`config.mk`:
```
export PLATFORM = sky130hd
export DESIGN_NAME = staged_pwm_soft_start_ramp_unit_flat
export DESIGN_NICKNAME = d
export VERILOG_FILES = /design/src/rtl/spssr_pkg.sv /design/src/rtl/spssr_if.sv /design/src/rtl/spssr_ramp_step.sv /design/src/rtl/staged_pwm_soft_start_ramp_unit.sv /design/src/flat_wrapper.sv
export SDC_FILE = /design/constraint.sdc
export NUM_CORES = 1
export LEC_CHECK = 0
export ABC_AREA = 0
export BUFFER_PORTS_ARGS = -buffer_cell sky130_fd_sc_hd__buf_2
export CORE_MARGIN = 5
export CORE_UTILIZATION = 43
export DETAILED_ROUTE_END_ITERATION = 6
export SYNTH_ARGS = -nofsm -noshare
export SYNTH_HDL_FRONTEND = slang
export SYNTH_SLANG_ARGS = --single-unit
export TNS_END_PERCENT = 50
```
`constraint.sdc`:
```
create_clock -name i_clk -period 8.53 [get_ports i_clk]
set_clock_uncertainty 0.15 [all_clocks]
set_input_delay 1.2795 -clock i_clk [delete_from_list [all_inputs] [get_ports i_clk]]
set_output_delay 1.2795 -clock i_clk [all_outputs]
set_load 0.05 [all_outputs]
```
`src/rtl/spssr_pkg.sv`:
```
// ----------------------------------------------------------------------------
// spssr_pkg
// shared widths, reset values, register indexes and types of the soft-start
// ramp unit
// ----------------------------------------------------------------------------
package spssr_pkg;

    localparam int LEVEL_W  = 8;
    localparam int COUNT_W  = 16;
    localparam int STEP_W   = 5;
    localparam int CH_COUNT = 4;
    localparam int CFG_IDX_W  = 8;
    localparam int CFG_DATA_W = 16;

    localparam logic [COUNT_W-1:0] TICK_LIMIT_RST      = 16'd500;
    localparam logic [LEVEL_W-1:0] STAGE_THRESHOLD_RST = 8'h40;
    localparam logic [LEVEL_W-1:0] FAST_FLOOR_RST      = 8'h23;
    localparam logic [STEP_W-1:0]  FAST_STEP_RST       = 5'd3;
    localparam logic [LEVEL_W-1:0] LEVEL_RST           = 8'h90;
    localparam logic [LEVEL_W-1:0] LEVEL_MAX           = 8'hff;

    // register indexes on the configuration port
    localparam logic [CFG_IDX_W-1:0] CFG_TICK_LIMIT      = 8'd0;
    localparam logic [CFG_IDX_W-1:0] CFG_STAGE_THRESHOLD = 8'd1;
    localparam logic [CFG_IDX_W-1:0] CFG_FAST_FLOOR      = 8'd2;
    localparam logic [CFG_IDX_W-1:0] CFG_FAST_STEP       = 8'd3;

    // input command codes
    localparam logic CMD_TICK = 1'b0;
    localparam logic CMD_DIR  = 1'b1;

    typedef logic [CH_COUNT-1:0][LEVEL_W-1:0] t_levels;

    typedef struct packed {
        logic [LEVEL_W-1:0] stage_threshold;
        logic [LEVEL_W-1:0] fast_floor;
        logic [STEP_W-1:0]  fast_step;
    } t_ramp_cfg;

endpackage

```
`src/rtl/spssr_if.sv`:
```
// ----------------------------------------------------------------------------
// spssr_if
// handshake channels of the soft-start ramp unit: input items, result words
// and configuration writes
// ----------------------------------------------------------------------------
interface spssr_in_if;
    logic       valid;
    logic       ready;
    logic       cmd;
    logic [7:0] dir_byte;

    modport source (output valid, output cmd, output dir_byte, input ready);
    modport sink   (input valid, input cmd, input dir_byte, output ready);
endinterface

interface spssr_out_if;
    logic       valid;
    logic       ready;
    logic [7:0] level_ch0;
    logic [7:0] level_ch1;
    logic [7:0] level_ch2;
    logic [7:0] level_ch3;
    logic       stepped;
    logic       ramp_up;

    modport source (output valid, output level_ch0, output level_ch1, output level_ch2,
                    output level_ch3, output stepped, output ramp_up, input ready);
    modport sink   (input valid, input level_ch0, input level_ch1, input level_ch2,
                    input level_ch3, input stepped, input ramp_up, output ready);
endinterface

interface spssr_cfg_if;
    logic        valid;
    logic        ready;
    logic [7:0]  index;
    logic [15:0] data;

    modport source (output valid, output index, output data, input ready);
    modport sink   (input valid, input index, input data, output ready);
endinterface

```
`src/rtl/spssr_ramp_step.sv`:
```
// ----------------------------------------------------------------------------
// spssr_ramp_step
// one ramp step of the four compare levels, staged rise or two-rate fall
// ----------------------------------------------------------------------------
module spssr_ramp_step
    import spssr_pkg::*;
(
    input  logic      i_up,
    input  t_ramp_cfg i_cfg,
    input  t_levels   i_levels,
    output t_levels   o_levels
);

    function automatic logic [LEVEL_W-1:0] inc_sat(input logic [LEVEL_W-1:0] v);
        return (v < LEVEL_MAX) ? v + 1'b1 : v;
    endfunction

    logic [LEVEL_W-1:0] step_ext;
    t_levels            up_lv;
    t_levels            dn_lv;

    assign step_ext = {{(LEVEL_W-STEP_W){1'b0}}, i_cfg.fast_step};

    // staged rise: each test sees the levels already raised in this step
    always_comb begin
        up_lv = i_levels;
        if (i_levels[1] < LEVEL_MAX) begin
            up_lv[1] = i_levels[1] + 1'b1;
            up_lv[2] = inc_sat(i_levels[2]);
        end
        if (up_lv[1] > i_cfg.stage_threshold) begin
            up_lv[3] = inc_sat(i_levels[3]);
        end
        if (up_lv[3] > i_cfg.stage_threshold) begin
            up_lv[0] = inc_sat(i_levels[0]);
        end
    end

    // fall: fast step at high levels, single step below the floor
    always_comb begin
        for (int i = 0; i < CH_COUNT; i++) begin
            if (i_levels[i] >= i_cfg.fast_floor) begin
                dn_lv[i] = (i_levels[i] > step_ext) ? i_levels[i] - step_ext : '0;
            end else if (i_levels[i] != '0) begin
                dn_lv[i] = i_levels[i] - 1'b1;
            end else begin
                dn_lv[i] = i_levels[i];
            end
        end
    end

    assign o_levels = i_up ? up_lv : dn_lv;

endmodule

```
`src/rtl/staged_pwm_soft_start_ramp_unit.sv`:
```
// ----------------------------------------------------------------------------
// staged_pwm_soft_start_ramp_unit
// an accepted item is held in the input register, then its result word in the result register
// throughput: one item per cycle while the result side takes words, set by the single state update stage
// reset (synchronous, active low): levels 144, ramp down, tick count zero,
// registers at their default values, both pipeline stages empty
// ----------------------------------------------------------------------------
module staged_pwm_soft_start_ramp_unit
    import spssr_pkg::*;
(
    input  logic        i_clk,
    input  logic        i_rst_n,
    spssr_in_if.sink    i_in,
    spssr_out_if.source o_out,
    spssr_cfg_if.sink   i_cfg
);

    // configuration registers
    logic [COUNT_W-1:0] r_tick_limit;
    t_ramp_cfg          r_ramp_cfg;

    // ramp state
    logic [COUNT_W-1:0] r_tick_count, n_tick_count;
    logic               r_up_mode, n_up_mode;
    t_levels            r_levels, n_levels;
    t_levels            step_levels;

    // input register
    logic               r_in_valid;
    logic               r_in_cmd;
    logic [7:0]         r_in_dir;

    // result register
    logic               r_out_valid;
    t_levels            r_out_levels;
    logic               r_out_stepped;
    logic               r_out_up;

    logic               advance;
    logic               n_stepped;
    logic [COUNT_W-1:0] count_inc;

    // the result register frees when empty or taken; the input register
    // moves on whenever the result register can take its word
    assign advance    = !r_out_valid || o_out.ready;
    assign i_in.ready = !r_in_valid || advance;
    assign i_cfg.ready = 1'b1;

    // configuration writes, unknown indexes ignored
    always_ff @(posedge i_clk) begin
        if (!i_rst_n) begin
            r_tick_limit               <= TICK_LIMIT_RST;
            r_ramp_cfg.stage_threshold <= STAGE_THRESHOLD_RST;
            r_ramp_cfg.fast_floor      <= FAST_FLOOR_RST;
            r_ramp_cfg.fast_step       <= FAST_STEP_RST;
        end else if (i_cfg.valid) begin
            case (i_cfg.index)
                CFG_TICK_LIMIT:      r_tick_limit <= i_cfg.data;
                CFG_STAGE_THRESHOLD: r_ramp_cfg.stage_threshold <= i_cfg.data[LEVEL_W-1:0];
                CFG_FAST_FLOOR:      r_ramp_cfg.fast_floor <= i_cfg.data[LEVEL_W-1:0];
                CFG_FAST_STEP:       r_ramp_cfg.fast_step <= i_cfg.data[STEP_W-1:0];
                default: ;
            endcase
        end
    end

    // input register stage
    always_ff @(posedge i_clk) begin
        if (!i_rst_n) begin
            r_in_valid <= 1'b0;
        end else if (i_in.ready) begin
            r_in_valid <= i_in.valid;
        end
    end

    always_ff @(posedge i_clk) begin
        if (i_in.valid && i_in.ready) begin
            r_in_cmd <= i_in.cmd;
            r_in_dir <= i_in.dir_byte;
        end
    end

    spssr_ramp_step u_ramp_step (
        .i_up     (r_up_mode),
        .i_cfg    (r_ramp_cfg),
        .i_levels (r_levels),
        .o_levels (step_levels)
    );

    // state update for the item held in the input register
    assign count_inc = r_tick_count + 1'b1;

    always_comb begin
        n_tick_count = r_tick_count;
        n_up_mode    = r_up_mode;
        n_levels     = r_levels;
        n_stepped    = 1'b0;
        if (r_in_cmd == CMD_DIR) begin
            // direction word: any nonzero byte means ramp up
            n_up_mode = (r_in_dir != '0);
        end else if (count_inc > r_tick_limit) begin
            // tick past the limit: clear the count and take one step
            n_tick_count = '0;
            n_levels     = step_levels;
            n_stepped    = 1'b1;
        end else begin
            n_tick_count = count_inc;
        end
    end

    always_ff @(posedge i_clk) begin
        if (!i_rst_n) begin
            r_tick_count <= '0;
            r_up_mode    <= 1'b0;
            r_levels     <= {CH_COUNT{LEVEL_RST}};
        end else if (r_in_valid && advance) begin
            r_tick_count <= n_tick_count;
            r_up_mode    <= n_up_mode;
            r_levels     <= n_levels;
        end
    end

    // result register stage
    always_ff @(posedge i_clk) begin
        if (!i_rst_n) begin
            r_out_valid <= 1'b0;
        end else if (advance) begin
            r_out_valid <= r_in_valid;
        end
    end

    always_ff @(posedge i_clk) begin
        if (r_in_valid && advance) begin
            r_out_levels  <= n_levels;
            r_out_stepped <= n_stepped;
            r_out_up      <= n_up_mode;
        end
    end

    assign o_out.valid     = r_out_valid;
    assign o_out.level_ch0 = r_out_levels[0];
    assign o_out.level_ch1 = r_out_levels[1];
    assign o_out.level_ch2 = r_out_levels[2];
    assign o_out.level_ch3 = r_out_levels[3];
    assign o_out.stepped   = r_out_stepped;
    assign o_out.ramp_up   = r_out_up;

endmodule

```
`src/flat_wrapper.sv`:
```
// flat-port wrapper written by rule: the top's interface ports become plain ports
module staged_pwm_soft_start_ramp_unit_flat import spssr_pkg::*;
  (i_clk, i_rst_n, i_in_valid, i_in_cmd, i_in_dir_byte, i_in_ready, o_out_valid, o_out_level_ch0, o_out_level_ch1, o_out_level_ch2, o_out_level_ch3, o_out_stepped, o_out_ramp_up, o_out_ready, i_cfg_valid, i_cfg_index, i_cfg_data, i_cfg_ready);
  spssr_in_if i_in_i ();
  spssr_out_if o_out_i ();
  spssr_cfg_if i_cfg_i ();
  input  logic i_clk;
  input  logic i_rst_n;
  input wire logic [$bits(i_in_i.valid)-1:0] i_in_valid;
  input wire logic [$bits(i_in_i.cmd)-1:0] i_in_cmd;
  input wire logic [$bits(i_in_i.dir_byte)-1:0] i_in_dir_byte;
  output wire logic [$bits(i_in_i.ready)-1:0] i_in_ready;
  output wire logic [$bits(o_out_i.valid)-1:0] o_out_valid;
  output wire logic [$bits(o_out_i.level_ch0)-1:0] o_out_level_ch0;
  output wire logic [$bits(o_out_i.level_ch1)-1:0] o_out_level_ch1;
  output wire logic [$bits(o_out_i.level_ch2)-1:0] o_out_level_ch2;
  output wire logic [$bits(o_out_i.level_ch3)-1:0] o_out_level_ch3;
  output wire logic [$bits(o_out_i.stepped)-1:0] o_out_stepped;
  output wire logic [$bits(o_out_i.ramp_up)-1:0] o_out_ramp_up;
  input wire logic [$bits(o_out_i.ready)-1:0] o_out_ready;
  input wire logic [$bits(i_cfg_i.valid)-1:0] i_cfg_valid;
  input wire logic [$bits(i_cfg_i.index)-1:0] i_cfg_index;
  input wire logic [$bits(i_cfg_i.data)-1:0] i_cfg_data;
  output wire logic [$bits(i_cfg_i.ready)-1:0] i_cfg_ready;
  assign i_in_i.valid = i_in_valid;
  assign i_in_i.cmd = i_in_cmd;
  assign i_in_i.dir_byte = i_in_dir_byte;
  assign i_in_ready = i_in_i.ready;
  assign o_out_valid = o_out_i.valid;
  assign o_out_level_ch0 = o_out_i.level_ch0;
  assign o_out_level_ch1 = o_out_i.level_ch1;
  assign o_out_level_ch2 = o_out_i.level_ch2;
  assign o_out_level_ch3 = o_out_i.level_ch3;
  assign o_out_stepped = o_out_i.stepped;
  assign o_out_ramp_up = o_out_i.ramp_up;
  assign o_out_i.ready = o_out_ready;
  assign i_cfg_i.valid = i_cfg_valid;
  assign i_cfg_i.index = i_cfg_index;
  assign i_cfg_i.data = i_cfg_data;
  assign i_cfg_ready = i_cfg_i.ready;
  staged_pwm_soft_start_ramp_unit u_core (.i_clk(i_clk), .i_rst_n(i_rst_n), .i_in(i_in_i), .o_out(o_out_i), .i_cfg(i_cfg_i));
endmodule
```
[Word level (Yosys, flattened, before mapping)]
Index checks and enable logic that the tools add are counted.
Operators by class
  magnitude comparators: 15
  muxes and demuxes: 24
  $add $sub $neg: 13
  div/mod/pow operators: 0
  bitwise logic cells: 1
  equal/unequal tests: 3
  shift operators: 0
  reduce and logical (&&, ||, !) cells: 17
  multipliers: 0
Operators with widths (number)
  8-bit 2-to-1 mux: 17
  32-bit 2-to-1 mux: 3
  8-bit nonzero test: 5
  8-bit by 1-bit adder with 8-bit output (second input constant): 4
  8-bit >= comparator: 4
  8-bit by 5-bit > comparator with 1-bit output: 4
  8-bit less-than comparator (second input constant): 4
  16-bit 2-to-1 mux: 2
  8-bit by 1-bit subtractor with 8-bit output (second input constant): 4
  8-bit by 5-bit subtractor with 8-bit output: 4
  16-bit by 1-bit adder with 16-bit output (second input constant): 1
  8-bit by 2-bit equality test with 1-bit output (second input constant): 2
  16-bit > comparator: 1
  8-bit > comparator: 2
  2-bit AND reduction: 5
  8-bit by 1-bit equality test with 1-bit output (second input constant): 1
  8-bit zero test: 1
  1-bit logical AND: 2
  1-bit zero test: 2
  1-bit logical OR: 2
  1-bit 2-to-1 mux: 2
  1-bit NOT: 1
Storage, ports and cells
  input port bits: 38
  memories: 0
  ROM bits: 0
  output and inout bits: 37
  latch bits: 0
  bits in writable memories: 0
  bits in registers: 131

[Longest topological paths before layout]
Gate-level depths: netlist of the first run.
  word-level depth: 10
  gate-level depth with buffers: 23

[Cells and area by module]
Synthesis of the first run repeated with hierarchy kept, for this count alone.
Second synthesis, totals
  cell total of the unflattened synthesis: 1110
  area total of the unflattened synthesis: 9855.7 µm²
Modules (own cells, without submodules)
  staged_pwm_soft_start_ramp_unit: cells each 520, instances 1, sequential area each 3052.9 µm², area an instance 5705.5 µm²
  spssr_ramp_step: cells each 590, instances 1, sequential area each 0.0 µm², area an instance 4150.2 µm²

[Worst setup path before layout of the first run]
OpenSTA, ideal clock, no wires.
  path type: reg2reg
  start: register u_core.r_levels[9] (netlist bit)
  end: register u_core.r_out_levels (netlist bit u_core.o_out.level_ch0[4]), data pin
  stages on the path, launching flop included: 22
  arrival time: 4.449 ns
  required time: 8.124 ns
  period minus slack after synthesis: 4.855 ns
  setup slack: 3.675 ns
  buffers on the path: 2
  cells stage by stage: dfxtp_1 > ha_1 > nand2_1 > or3_1 > buf_2 > nand2_1 > o21ai_0 > ha_1 > nor2b_1 > o211ai_1 > and3b_1 > clkbuf_1 > nor2_2 > mux2_2 > ha_1 > nor2b_1 > o211ai_1 > a211oi_1 > o22ai_1 > o311a_1 > a211o_1 > a41o_1
RTL lines
  start, declared: line staged_pwm_soft_start_ramp_unit.sv:25  | t_levels r_levels, n_levels;
  start signal, assigned: line staged_pwm_soft_start_ramp_unit.sv:115  | r_levels <= {CH_COUNT{LEVEL_RST}};
  start signal, assigned: line staged_pwm_soft_start_ramp_unit.sv:119  | r_levels <= n_levels;
  end signal, assigned: line staged_pwm_soft_start_ramp_unit.sv:134  | r_out_levels <= n_levels;
  end, declared: line staged_pwm_soft_start_ramp_unit.sv:35  | t_levels r_out_levels;

==> out/metrics.yaml, run 1 <==
dpl.hpwl_um: 20200
pin_count: 75
path_clk_slew_ns: 0.06
numPortBuffers: 73
grt_antenna_before_repair: 0
worst_path_most_repeated_cell: "ha_1"
fmax_mhz: 169
antenna_left: 0
crit_family: "compound AO/OA/AOI/OAI gates"
dr.first_iter.drc_count: 606
post-route-period-util: 0.693
arrival_ns: 6.01
slew_violations: 0
path_class: "reg2reg"
clockBufferDepth: 2
dieHeight_um: 163
drc: 0
status: "complete, no violations"
seq_area_frac_synth: 0.305
ys_ff_latch: 131
grt_pass1_wl_um: 46100
ir_worst_vdd_v: 0.000114
overflow: 0
tightest_slew_ns: 1.07
final_util: 0.486
vias: 8927
rows: 55
cts_hold_buf: 0
via_per_inst: 5.75
cp_slowest_cell: "o22ai_1"
first_pass_iters: 5
critPathRequiredTime_ns: 8.62
clk_latency_ns: 0.43
layout-drive-gt1-share: 0.124
gp_congestion: 0.925
synth-edff-count: 43
synthFlopType: "dfxtp_1"
core_area_um2: 22800
cp-start-kind: "flop"
synth_area_per_cell_um2: 8.40
hold_class: "reg2reg"
drt-total-wl_um: 28500
max_cap_viol_count: 0
ys_types: 97
syn-cell-area_um2: 10000
powerDensity_nw_per_um2: 135
cpPeakStageDelay_ns: 0.80
grt_max_degree: 65
final_nets: 1365
grt_usage: 0.218
path_max_fanout: 13
cts_buffers: 17
postCtsSetupRepairBufs: 0
synthCells: 1194
hold_viol: 0
cts.sinks: 131
cts-root-buf: "clkbuf_16"
diodes: 0
setup_tns_ns: 0
synthArstFlopShare: 0
grt_pass1_vias: 8728
cts_resized: 0
die_area_um2: 26500
end_kind: "flop"
finalSetupViolCount: 0
syn-num-nets: 1333
yosysWarnings: 0
die_x_um: 163
crit_chain: "ha_1 -> nand2_1 -> nor3_1 -> nor2_1 -> xor2_1 -> ha_1 -> nand4_1 -> o211ai_1 -> o311ai_4 -> nor2_2 -> mux2_2 -> ha_1 -> nor2b_1 -> o211ai_1 -> a211oi_1 -> o22ai_1 -> nor2_1 -> a21bo_1 -> a221oi_1"
areaGrowthSynthToFinish_pct: 10.4
start_util: 0.440
cp_num_buf_inv: 0
relSlewSlack: 0.284
p_leak_nw: 4.54
rsz0062_at_grt: "false"
htree_levels: 4
avgRoutedWirePerCell_um: 18.4
cts_tree: "built"
period_minus_slack_ns: 5.91
final_common_cell: "nand2_1"
most-common-layout-cells: "nand2_1, a21oi_1, nor2_1"
[worst paths after layout]
| check | from | to | slack (ns) | cells past startpoint |
|---|---|---|---|---|
| max | u_core.r_levels[9] | u_core.o_out.level_ch0[0] | 2.62 | 19 |
| min | u_core.r_ramp_cfg[10] | u_core.r_ramp_cfg[10] | 0.34 | 2 |
| max reg2reg | u_core.r_levels[9] | u_core.o_out.level_ch0[0] | 2.62 | 19 |
| min reg2reg | u_core.r_ramp_cfg[10] | u_core.r_ramp_cfg[10] | 0.34 | 2 |
[cells by family after synthesis]
| logic type | count (synthesis) | synth area share |
|---|---|---|
| AOI/OAI and AO/OA | 321 | 0.210 |
| DFF | 131 | 0.305 |
| xor gates and xnor gates | 46 | 0.0402 |
| other | 1 | 0.000374 |
| buffers and inverters | 131 | 0.0579 |
| and+or+nand+nor | 416 | 0.210 |
| muxes | 47 | 0.0478 |
| adders and majority gates | 101 | 0.129 |
[metrics by stage]
step           std cells  power (W)  setup slack (ns)  hold slack, ns  instance area [µm²]
2_1_floorplan       1194   0.000741              3.68           0.295                10000
3_3_place_gp        1520   0.000777              2.91           0.307                10500
3_5_place_dp        1520   0.000777              2.71           0.325                10500
4_1_cts             1552    0.00151              2.67           0.344                11100
5_1_grt             1552    0.00155              2.23           0.379                11100
6_report            1552    0.00150              2.62           0.340                11100
[flip-flops by register name (all words and copies together), names as in the netlist, 8 cells and up]
register	count
u_core.r_levels	32
u_core.r_ramp_cfg	21
u_core.r_tick_count	16
u_core.r_tick_limit	16
u_core.o_out.level_ch0	8
u_core.o_out.level_ch1	8
u_core.o_out.level_ch2	8
u_core.o_out.level_ch3	8
u_core.r_in_dir	8
[layer usage]
| metal | part of all wire | vias up | global-route usage |
|---|---|---|---|
| met2 | 0.47 | 278 | 0.366 |
| li1 | - | 4422 | - |
| met3 | 0.057 | 53 | 0.0375 |
| met1 | 0.45 | 4174 | 0.285 |
| met4 | 0.026 | 0 | 0.0766 |
| met5 | 0 | - | 0 |
[worst register-to-register path, cell delays in order, from the launching register on]
cell and delay (ns):
dfxtp_1 0.55, ha_1 0.28, nand2_1 0.10, nor3_1 0.65, nor2_1 0.14, xor2_1 0.19, ha_1 0.30, nand4_1 0.12
o211ai_1 0.19, o311ai_4 0.20, nor2_2 0.22, mux2_2 0.38, ha_1 0.29, nor2b_1 0.13, o211ai_1 0.15, a211oi_1 0.13
o22ai_1 0.80, nor2_1 0.24, a21bo_1 0.26, a221oi_1 0.24
[Yosys cell counts (8+ instances only)]
cell	count	share of area
o21ai_0	74	0.037
xnor2_1	21	0.018
or3_1	10	0.0062
o211ai_1	17	0.013
inv_1	62	0.023
and2_1	11	0.0069
a21oi_1	99	0.049
o31ai_1	11	0.0082
nand3_1	32	0.016
edfxtp_1	43	0.13
clkbuf_1	39	0.015
buf_2	15	0.0075
and3_1	16	0.010
and4_1	8	0.0070
o21ai_1	10	0.0050
nand2_1	126	0.047
nand3b_1	10	0.0075
nand4_1	12	0.0075
nor3_1	27	0.013
mux2i_1	40	0.040
dfxtp_1	88	0.18
nand2b_1	9	0.0056
nor4_1	12	0.0075
xor2_1	25	0.022
a211oi_1	18	0.013
ha_1	97	0.12
nor2b_1	14	0.0087
nor2_1	99	0.037
[where the power goes]
group | total, W | switching (W) | internal [W]
Combinational | 0.000104 | 0.0000743 | 0.0000301
Sequential | 0.000659 | 0.00000573 | 0.000653
Clock | 0.000733 | 0.000313 | 0.000420
[layout make-up]
type,count,area (µm²)
well taps,313,392
clock inverters,14,125
fillers,2255,11700
clock buffers,18,450
flip-flops and latches,131,3050
repair buffers,80,418
multi-input cells,932,6390
inverters,64,240
Note: power is estimated with default switching activity, not from simulation.
==> run 2, diff against run 1 <==
Clock period 8.53 ns to 6.1 ns, I/O delays scaled along.
==> run 2 against run 1 <==
  * Maximum frequency rose by 5.3%
  * Combinational power rose by 37%
  * First-iteration DRC count rose by 3.5%
  * Sequential cell count did not move
  * Worst hold slack got worse by 0.014 ns
  * Clock-buffer cell count fell by 1
  * Utilization rose by 0.37 points
  * Clock power rose by 42%
  * Final cell count rose by 0.64%
  * Die area did not move
  * Largest cell class unchanged
  * Cell area rose by 0.76%
  * Worst setup slack got worse by 2.1 ns
==> out/metrics.yaml, run 2 (synthesis results as in run 1) <==
tightest_slew_ns: 1.06
dieHeight_um: 163
pwr-share-clk: 0.493
p_seq_frac: 0.440
clk_latency_ns: 0.43
die_area_um2: 26500
dpl.hpwl_um: 20600
cts_buffers: 17
status: "complete, no violations"
ir_worst_vdd_v: 0.000129
regMostFlops: "u_core.r_levels"
top_regs: "u_core.r_levels (32), u_core.r_ramp_cfg (21)"
rows: 55
p_sw_frac: 0.270
cts-root-buf: "clkbuf_16"
drc: 0
final_common_cell: "nand2_1"
path_clk_slew_ns: 0.06
cts_resized: 0
most-common-layout-cells: "nand2_1, a21oi_1, nor2_1"
hold_class: "reg2reg"
layout-drive-gt1-share: 0.131
crit_end: "u_core.o_out.level_ch0[5]"
fmax_mhz: 178
place_inst: 1530
die_x_um: 163
via_per_inst: 5.74
crit_start: "u_core.r_levels[8]"
drt-total-wl_um: 28500
cts_hold_buf: 0
reg2reg_from: "u_core.r_levels[8]"
post-route-period-util: 0.920
final_nets: 1375
finalSetupViolCount: 0
period_minus_slack_ns: 5.61
grt_pass1_vias: 8775
cp-start-kind: "flop"
final_cells: 1562
htree_levels: 4
critPathRequiredTime_ns: 6.20
avgRoutedWirePerCell_um: 18.2
largest_register_ffs: 32
powerDensity_nw_per_um2: 189
reg2reg_slack_ns: 0.49
grt_max_degree: 54
grt_pass1_wl_um: 46000
whs_ns: 0.327
core_area_um2: 22800
final_util: 0.490
arrival_ns: 5.71
share_comb_of_total_power: 0.067
reg2reg_depth: 20
antenna_left: 0
pin_count: 75
areaGrowthSynthToFinish_pct: 11.3
rsz0062_at_grt: "false"
setup_tns_ns: 0
numPortBuffers: 73
gp_congestion: 0.921
postCtsSetupRepairBufs: 0
internal_power_w: 0.00154
power.switching_w: 0.000567
hold_viol: 0
diodes: 0
first_pass_iters: 5
dr.first_iter.drc_count: 627
slew_violations: 0
path_class: "reg2reg"
relSlewSlack: 0.289
grt_usage: 0.217
r2r_end: "u_core.o_out.level_ch0[5]"
max_cap_viol_count: 0
grt_antenna_before_repair: 0
cts_tree: "built"
clockBufferDepth: 2
cts.sinks: 131
path_max_fanout: 11
start_util: 0.440
end_kind: "flop"
p_leak_nw: 4.59
overflow: 0
vias: 8963
==> run 2: worst min-delay path by stage <==
stage                     depth (start not counted)                   from                    end  slack, ns
after global placement                            2   u_core.r_ramp_cfg[1]   u_core.r_ramp_cfg[1]       0.31
after detailed placement                          2  u_core.r_ramp_cfg[10]  u_core.r_ramp_cfg[10]       0.31
after floorplan                                   2  u_core.r_ramp_cfg[10]  u_core.r_ramp_cfg[10]       0.29
after global routing                              2   u_core.r_ramp_cfg[6]   u_core.r_ramp_cfg[6]       0.38
after CTS                                         2  u_core.r_ramp_cfg[10]  u_core.r_ramp_cfg[10]       0.33
final                                             2  u_core.r_ramp_cfg[10]  u_core.r_ramp_cfg[10]       0.33
==> run 2: layer usage <==
metal | vias to the layer above | wire (µm) | share of wire | track usage
met5 | - | 0 | 0 | 0
met4 | 0 | 748 | 0.026 | 0.0759
met3 | 54 | 1340 | 0.047 | 0.0362
met2 | 240 | 13600 | 0.48 | 0.374
met1 | 4231 | 12800 | 0.45 | 0.274
li1 | 4438 | - | - | -
==> run 2: cell type report <==
type | instances | area, µm²
Clock buffer | 17 | 425
Clock inverter | 15 | 159
Fill cell | 2212 | 11600
Inverter | 64 | 240
Multi-Input combinational cell | 932 | 6390
Sequential cell | 131 | 3050
Tap cell | 313 | 392
Timing Repair Buffer | 90 | 493
==> run 2: per-stage QoR <==
stage	power [W]	worst slack [ns]	area (µm²)
floorplan	0.00104	1.25	10000
global placement	0.00109	0.747	10600
detailed placement	0.00109	0.595	10600
CTS	0.00212	0.578	11200
global route	0.00217	0.165	11200
finish	0.00210	0.489	11200
==> run 2: power by group through the flow <==
| stage | registers [W] | logic, W | clock network [W] |
|---|---|---|---|
| 3_5_place_dp | 0.000945 | 0.000142 | 0 |
| 3_3_place_gp | 0.000945 | 0.000142 | 0 |
| 2_1_floorplan | 0.000963 | 0.0000731 | 0 |
| 5_1_grt | 0.000927 | 0.000153 | 0.00109 |
| 4_1_cts | 0.000926 | 0.000142 | 0.00106 |
| 6_report | 0.000926 | 0.000142 | 0.00104 |
==> run 2: critical path: stages (launching register included) <==
cell      delay, ns
dfxtp_1        0.48
ha_1           0.27
nand2_1        0.10
or3_1          0.53
nand2_1        0.15
o21ai_0        0.13
ha_1           0.32
nor2b_1        0.12
o211ai_1       0.11
and3b_1        0.27
nor2_2         0.25
mux2_2         0.38
ha_1           0.29
nor2b_1        0.12
o211ai_1       0.08
a211oi_1       0.40
o22ai_1        0.37
buf_4          0.26
o31ai_1        0.30
a21oi_1        0.12
a211oi_1       0.23
